===== src/tdi_ram.sv =====
// Generic single-port-write, single-port-read RAM with registered read data.
// No dependencies.
`default_nettype none
module tdi_ram #(
	parameter int WIDTH = 8,
	parameter int DEPTH = 16
) (
	input  wire logic                     clk,
	input  wire logic                     we,
	input  wire logic [$clog2(DEPTH)-1:0] waddr,
	input  wire logic [WIDTH-1:0]         wdata,
	input  wire logic [$clog2(DEPTH)-1:0] raddr,
	output logic      [WIDTH-1:0]         rdata
);

	logic [WIDTH-1:0] mem_q [DEPTH];

	// Write port and registered read port.
	always_ff @(posedge clk) begin
		if (we) begin
			mem_q[waddr] <= wdata;
		end
		rdata <= mem_q[raddr];
	end

endmodule
`default_nettype wire


===== config.mk =====
export PLATFORM = sky130hd
export DESIGN_NAME = tdi_ram
export DESIGN_NICKNAME = d
export VERILOG_FILES = /design/src/tdi_ram.sv
export SDC_FILE = /design/constraint.sdc
export NUM_CORES = 1
export LEC_CHECK = 0
export BUFFER_PORTS_ARGS = -buffer_cell sky130_fd_sc_hd__buf_2
export CAP_MARGIN = 20
export CORE_MARGIN = 2
export CORE_UTILIZATION = 50
export CTS_BUF_LIST = sky130_fd_sc_hd__clkbuf_4
export DETAILED_ROUTE_END_ITERATION = 6
export HOLD_SLACK_MARGIN = 0.02
export MAX_ROUTING_LAYER = met4
export PLACE_DENSITY = 0.7
export SETUP_SLACK_MARGIN = 0.05
export SLEW_MARGIN = 20
export SYNTH_ARGS = -nofsm -noshare
export SYNTH_HDL_FRONTEND = slang
export SYNTH_SLANG_ARGS = --single-unit

===== constraint.sdc =====
create_clock -name clk -period 1.65 [get_ports clk]
set_input_delay 0.0825 -clock clk [delete_from_list [all_inputs] [get_ports clk]]
set_output_delay 0.0825 -clock clk [all_outputs]
set_load 0.005 [all_outputs]

==> impl_metrics.env, run 1 <==
export IMPL_hold_end="mem_q[4][1]"
export IMPL_pre_cts_ws_ns=0.142
export IMPL_p_leak_uw=0.00201
export IMPL_grt_pass1_wl_mm=14.3
export IMPL_crit_fanout=1
export IMPL_io_pins=26
export IMPL_reg2reg_slack_ns=0.28
export IMPL_period_minus_slack_ns=1.37
export IMPL_cts_max_level=4
export IMPL_areaGrowthSynthToFinish_pct=14.9
export IMPL_synth_edff_count=128
export IMPL_row_count=37
export IMPL_gp_congestion=0.732
export IMPL_die_w_um=105
export IMPL_drt_iter0_markers=187
export IMPL_hold_viol=0
export IMPL_initial_utilization=0.508
export IMPL_powerDensity_mw_per_mm2=1060
export IMPL_hold_class="in -> reg"
export IMPL_cp_cell_sequence="mux4_2 > a22oi_1 > nand2_1"
export IMPL_core_mm2=0.0101
export IMPL_numPortBuffers=25
export IMPL_fin_ws_ns=0.283
export IMPL_cts_made_buffers=17
export IMPL_setup_violations=0
export IMPL_cts_setup_buffers=0
export IMPL_syn_nets=247
export IMPL_ys_seq_elements=136
export IMPL_regToRegEndpoint="rdata[7]"
export IMPL_tritoncts="done"
export IMPL_critPathLaunchType="register"
export IMPL_drv_cap=0
export IMPL_ir_worst_vdd_v=0.000469
export IMPL_synth_area_per_cell_um2=22.5
export IMPL_cpMaxStageDelayCell="mux4_2"
export IMPL_r2r_cells=3
export IMPL_finalWirelength_mm=9.22
export IMPL_first_pass_iters=5
export IMPL_synthArstFlopShare=0
export IMPL_root_buffer="clkbuf_4"
export IMPL_vias_per_cell=5.50
export IMPL_antenna_found_initial=0
export IMPL_synth_main_ff_cell="edfxtp_1"
export IMPL_ys_warn_count=0
export IMPL_via_count=2443
export IMPL_max_freq_ghz=0.732
export IMPL_grt_usage=0.190
export IMPL_drv_slew=0
export IMPL_hold_path_cell_count=3
export IMPL_crit_buf_inv=0
export IMPL_critPathMaxStageDelay_ns=0.49
export IMPL_yosysUniqueCellTypes=19
export IMPL_grt_max_degree=30
export IMPL_wl_per_cell_um=20.8
export IMPL_nets=313
export IMPL_die_h_um=105
export IMPL_dieArea_mm2=0.0111
export IMPL_end_kind="register"
export IMPL_yosysSeqAreaShare=0.778
export IMPL_synth_area_mm2=0.00515
export IMPL_clk_latency_ns=0.54
export IMPL_critPathKind="reg -> reg"
export IMPL_fin_setup_tns_ns=0
export IMPL_cts_sinks=136
export IMPL_relSlewSlack=0.728
export IMPL_diodes=0
export IMPL_syn_inst=229
export IMPL_rsz0062_at_grt="no"
export IMPL_drtAntennaViolNets=0
export IMPL_cts_max_path_buffers=2
export IMPL_r2r_start="mem_q[3][7]"
export IMPL_drc_errors=0
export IMPL_nFillCells=720
export IMPL_post_route_period_util=0.828
export IMPL_multi_input_area_mm2=0.00106
export IMPL_clk_pin_slew_ns=0.11
export IMPL_worst_clock_skew_ns=0.0149
export IMPL_grt_pass1_vias=2463
export IMPL_cp_startpoint="mem_q[3][7]"
export IMPL_critPathRequiredTime_ns=2.07
export IMPL_cp_data_arrival_time_ns=1.79
export IMPL_hp_start="waddr[0]"
export IMPL_register_area_mm2=0.00400
export IMPL_cp_top_family="multiplexers"
export IMPL_grt_overflow=0
export IMPL_tightest_slew_ns=0.408
export IMPL_status="completed"
export IMPL_place_hpwl_mm=5.94
export IMPL_layout_drive_gt1_share=0.302
-- logic make-up (layout without fill, tap and decap cells) --
family                 count (synthesis)  count (layout)  synth area share
AO/OA/AOI/OAI                         16              16            0.0233
buffers and inverters                 10              89            0.0168
AND/OR/NAND/NOR                       35              35            0.0318
multiplexers                          32              32             0.150
flip-flops                           136             136             0.778
-- worst reg2reg max path: stages (launching register included) --
cell,delay (ns)
edfxtp_1,0.40
mux4_2,0.49
a22oi_1,0.24
nand2_1,0.14
-- through the flow --
step / util / hold slack, ns / area [um2] / cells / power (uW)
2_1_floorplan: - / 0.181 / 5150 / 229 / 4150
3_3_place_gp: 0.549 / 0.460 / 5570 / 403 / 4310
3_5_place_dp: 0.549 / 0.459 / 5570 / 403 / 4320
4_1_cts: 0.583 / 0.0680 / 5920 / 444 / 6300
5_1_grt: 0.583 / 0.0963 / 5920 / 444 / 6490
6_report: 0.583 / 0.113 / 5920 / 444 / 6260
-- cell usage in the layout, fill, tap and decap left out --
| cell type | count |
|---|---|
| clkbuf_4 | 20 |
| nand2_1 | 9 |
| clkinv_1 | 6 |
| clkinv_4 | 1 |
| nand2b_1 | 2 |
| edfxtp_1 | 128 |
| buf_12 | 3 |
| buf_2 | 25 |
| nand3b_1 | 2 |
| nor2_1 | 13 |
| clkinvlp_4 | 1 |
| dlygate4sd3_1 | 9 |
| buf_4 | 20 |
| and2_1 | 1 |
| nor2b_1 | 1 |
| dfxtp_1 | 8 |
| nand3_1 | 1 |
| nor3_1 | 4 |
| and2b_1 | 1 |
| bufinv_16 | 2 |
| mux4_2 | 18 |
| a22oi_1 | 16 |
| mux4_1 | 14 |
| or3b_2 | 1 |
| clkinv_2 | 2 |
-- metal layers --
| metal | vias up | share of wire | track usage |
|---|---|---|---|
| li1 | 1109 | - | - |
| met1 | 1238 | 0.43 | 0.250 |
| met2 | 84 | 0.48 | 0.282 |
| met3 | 12 | 0.064 | 0.0563 |
| met4 | 0 | 0.017 | 0.0724 |
| met5 | - | 0 | - |
-- area by class of cell --
cell class / count / share of cell area
flip-flops and latches: 136 / 0.677
multi-input cells: 83 / 0.179
clock buffers: 20 / 0.0254
repair buffers: 57 / 0.0719
well taps: 136 / 0.0288
clock inverters: 12 / 0.0184
-- repair_timing --
action / 4_1_cts / 5_1_grt
hold endpoints to repair: 129 / 0
gates resized for setup: 0 / 0
hold buffers: 9 / 0
-- how the worst max path moves through the flow --
stage          slack, ns           to  depth (start not counted)
2_1_floorplan       0.07  mem_q[0][0]                          2
3_3_place_gp        0.15     rdata[2]                          5
3_5_place_dp        0.14     rdata[2]                          5
4_1_cts             0.30     rdata[7]                          3
5_1_grt             0.22     rdata[2]                          3
6_report            0.28     rdata[7]                          3
-- sequential cells by signal, indices dropped and copies added, names as in the netlist --
signal / flops
rdata: 8
mem_q: 128
-- cells in the mapped netlist, types with 2 or more instances --
master / number / area share
a22oi_1: 16 / 0.023
buf_2: 3 / 0.0029
buf_6: 3 / 0.0066
clkdlybuf4s25_2: 3 / 0.0058
dfxtp_1: 8 / 0.031
edfxtp_1: 128 / 0.75
mux4_1: 14 / 0.071
mux4_2: 18 / 0.079
nand2_1: 9 / 0.0066
nand2b_1: 2 / 0.0024
nand3b_1: 2 / 0.0029
nor2_1: 13 / 0.0095
nor3_1: 4 / 0.0039
-- report_power, final --
group | internal [uW] | switching, uW
Sequential | 3850 | 21.2
Combinational | 177 | 198
Clock | 915 | 1090
Note: power is estimated with default switching activity, not from simulation.
==> inputs of run 2 (changes only) <==
PLACE_DENSITY = 0.67   (was 0.7)
clock period = 1.3 ns   (was 1.65 ns; I/O delays follow)
==> impl_metrics.env, run 2 (synthesized netlist as in run 1, its figures left out) <==
export IMPL_first_pass_iters=5
export IMPL_r2r_start="mem_q[11][6]"
export IMPL_pre_cts_ws_ns=-0.222
export IMPL_core_mm2=0.0101
export IMPL_die_h_um=105
export IMPL_powerDensity_mw_per_mm2=1330
export IMPL_fin_setup_tns_ns=0
export IMPL_cp_cell_sequence="mux4_2 > a22oi_2 > nand2_1"
export IMPL_nFillCells=724
export IMPL_period_minus_slack_ns=1.28
export IMPL_met1_length_mm=4.34
export IMPL_p_int_uw=6370
export IMPL_route_met3_wl_um=542
export IMPL_p_leak_uw=0.00205
export IMPL_tightest_slew_ns=1.05
export IMPL_place_hpwl_mm=6.60
export IMPL_grt_usage=0.203
export IMPL_ir_worst_vdd_v=0.000512
export IMPL_drt_iter0_markers=217
export IMPL_setup_violations=0
export IMPL_critPathLaunchType="register"
export IMPL_initial_utilization=0.508
export IMPL_seq_power_share=0.612
export IMPL_relSlewSlack=0.294
export IMPL_worst_clock_skew_ns=0.0131
export IMPL_gp_congestion=0.760
export IMPL_met2_length_mm=5.00
export IMPL_grt_pass1_wl_mm=15.5
export IMPL_io_pins=26
export IMPL_path_depth=3
export IMPL_wl_per_cell_um=22.1
export IMPL_hold_path_cell_count=3
export IMPL_post_route_period_util=0.988
export IMPL_comb_power_share=0.066
export IMPL_layout_drive_gt1_share=0.406
export IMPL_mostFrequentLayoutCell="edfxtp_1"
export IMPL_cts_max_path_buffers=2
export IMPL_top_layer_used="met4"
export IMPL_fin_ws_ns=0.0157
export IMPL_final_cell_mix="128 x edfxtp_1, 32 x buf_4, 27 x mux4_2"
export IMPL_row_count=37
export IMPL_final_cells=457
export IMPL_drc_errors=0
export IMPL_die_w_um=105
export IMPL_reg2reg_slack_ns=0.02
export IMPL_end_kind="register"
export IMPL_drtAntennaViolNets=0
export IMPL_fin_hold_ws_ns=0.122
export IMPL_largest_reg_flops=128
export IMPL_via_count=2583
export IMPL_tritoncts="done"
export IMPL_cp_data_arrival_time_ns=1.67
export IMPL_cp_top_family="multiplexers"
export IMPL_grt_overflow=0
export IMPL_max_freq_ghz=0.779
export IMPL_drv_cap=0
export IMPL_hold_class="in -> reg"
export IMPL_cpMaxStageDelayCell="mux4_2"
export IMPL_hp_start="waddr[0]"
export IMPL_cts_made_buffers=17
export IMPL_swShare=0.208
export IMPL_cts_sinks=136
export IMPL_top_register="mem_q"
export IMPL_grt_max_degree=19
export IMPL_power_frac_clock=0.322
export IMPL_dp_cells=416
export IMPL_clk_pin_slew_ns=0.10
export IMPL_drv_slew=0
export IMPL_rsz0062_at_grt="yes"
export IMPL_critPathRequiredTime_ns=1.69
export IMPL_grt_pass1_vias=2605
export IMPL_critPathKind="reg -> reg"
export IMPL_switchingPower_uw=1670
export IMPL_dieArea_mm2=0.0111
export IMPL_antenna_found_initial=1
export IMPL_finalWirelength_mm=10.1
export IMPL_areaGrowthSynthToFinish_pct=17.7
export IMPL_crit_buf_inv=0
export IMPL_status="completed"
export IMPL_cts_max_level=4
export IMPL_vias_per_cell=5.65
export IMPL_r2r_cells=3
export IMPL_root_buffer="clkbuf_4"
export IMPL_regToRegEndpoint="rdata[6]"
export IMPL_hold_viol=0
export IMPL_reg_largest_list="mem_q: 128 flops, rdata: 8 flops"
export IMPL_hold_end="mem_q[4][6]"
export IMPL_numPortBuffers=25
export IMPL_critPathMaxStageDelay_ns=0.48
export IMPL_crit_fanout=1
export IMPL_nets=325
export IMPL_clk_latency_ns=0.50
[run 2: cell types whose count changed in the layout (fill, tap and decap cells not counted), moves of 2 or more]
cell,change
a22oi_1,-10
a22oi_2,+10
buf_4,+12
clkbuf_4,+2
clkinv_1,-2
mux4_1,-9
mux4_2,+9
nor3_1,-3
nor3_2,+3
[run 2: stage by stage]
step	cell area (um2)	total power (uW)	utilization
3_5_place_dp	5690	5520	0.561
3_3_place_gp	5690	5500	0.561
4_1_cts	6050	8100	0.596
2_1_floorplan	5160	5270	-
5_1_grt	6060	8320	0.598
6_report	6060	8040	0.598
[run 2: timing repair]
action	CTS	global route
endpoints found under the setup margin	8	8
hold endpoints to repair	128	0
setup buffers	0	0
pin swaps	7	5
hold buffers	8	0
gates resized for setup	15	4
[run 2: power by group through the flow]
stage               logic [uW]  registers, uW  clock network, uW
floorplan                  250           5020                  0
global placement           482           5020                  0
detailed placement         491           5030                  0
CTS                        532           4930               2640
global route               573           4930               2810
finish                     532           4920               2590
[run 2: worst max path at each step]
stage,start,slack [ns],to
2_1_floorplan,waddr[2],-0.03,mem_q[3][0]
3_3_place_gp,raddr[0],-0.21,rdata[5]
3_5_place_dp,raddr[0],-0.22,rdata[6]
4_1_cts,mem_q[11][6],0.03,rdata[6]
5_1_grt,mem_q[3][5],-0.05,rdata[5]
6_report,mem_q[11][6],0.02,rdata[6]
[run 2: tightest hold or removal path, delay by kind of cell]
| kind | cells | cell delay [ns] |
|---|---|---|
| buf+inv | 2 | 0.33 |
| simple gates | 1 | 0.07 |
[run 2: metal layers]
metal,vias to the layer above,track usage
met3,15,0.0371
met1,1331,0.274
li1,1125,-
met4,0,0.0838
met5,-,-
met2,112,0.311
[run 2: area by class of cell]
| cell class | count | area, um2 | share of cell area |
|---|---|---|---|
| tap | 136 | 170 | 0.0281 |
| clock buffer | 22 | 165 | 0.0273 |
| clock inverter | 10 | 104 | 0.0171 |
| timing repair buffer | 69 | 526 | 0.0867 |
| sequential | 136 | 4000 | 0.661 |
| antenna | 1 | 2.50 | 0.000413 |
| multi-input combinational | 83 | 1090 | 0.180 |
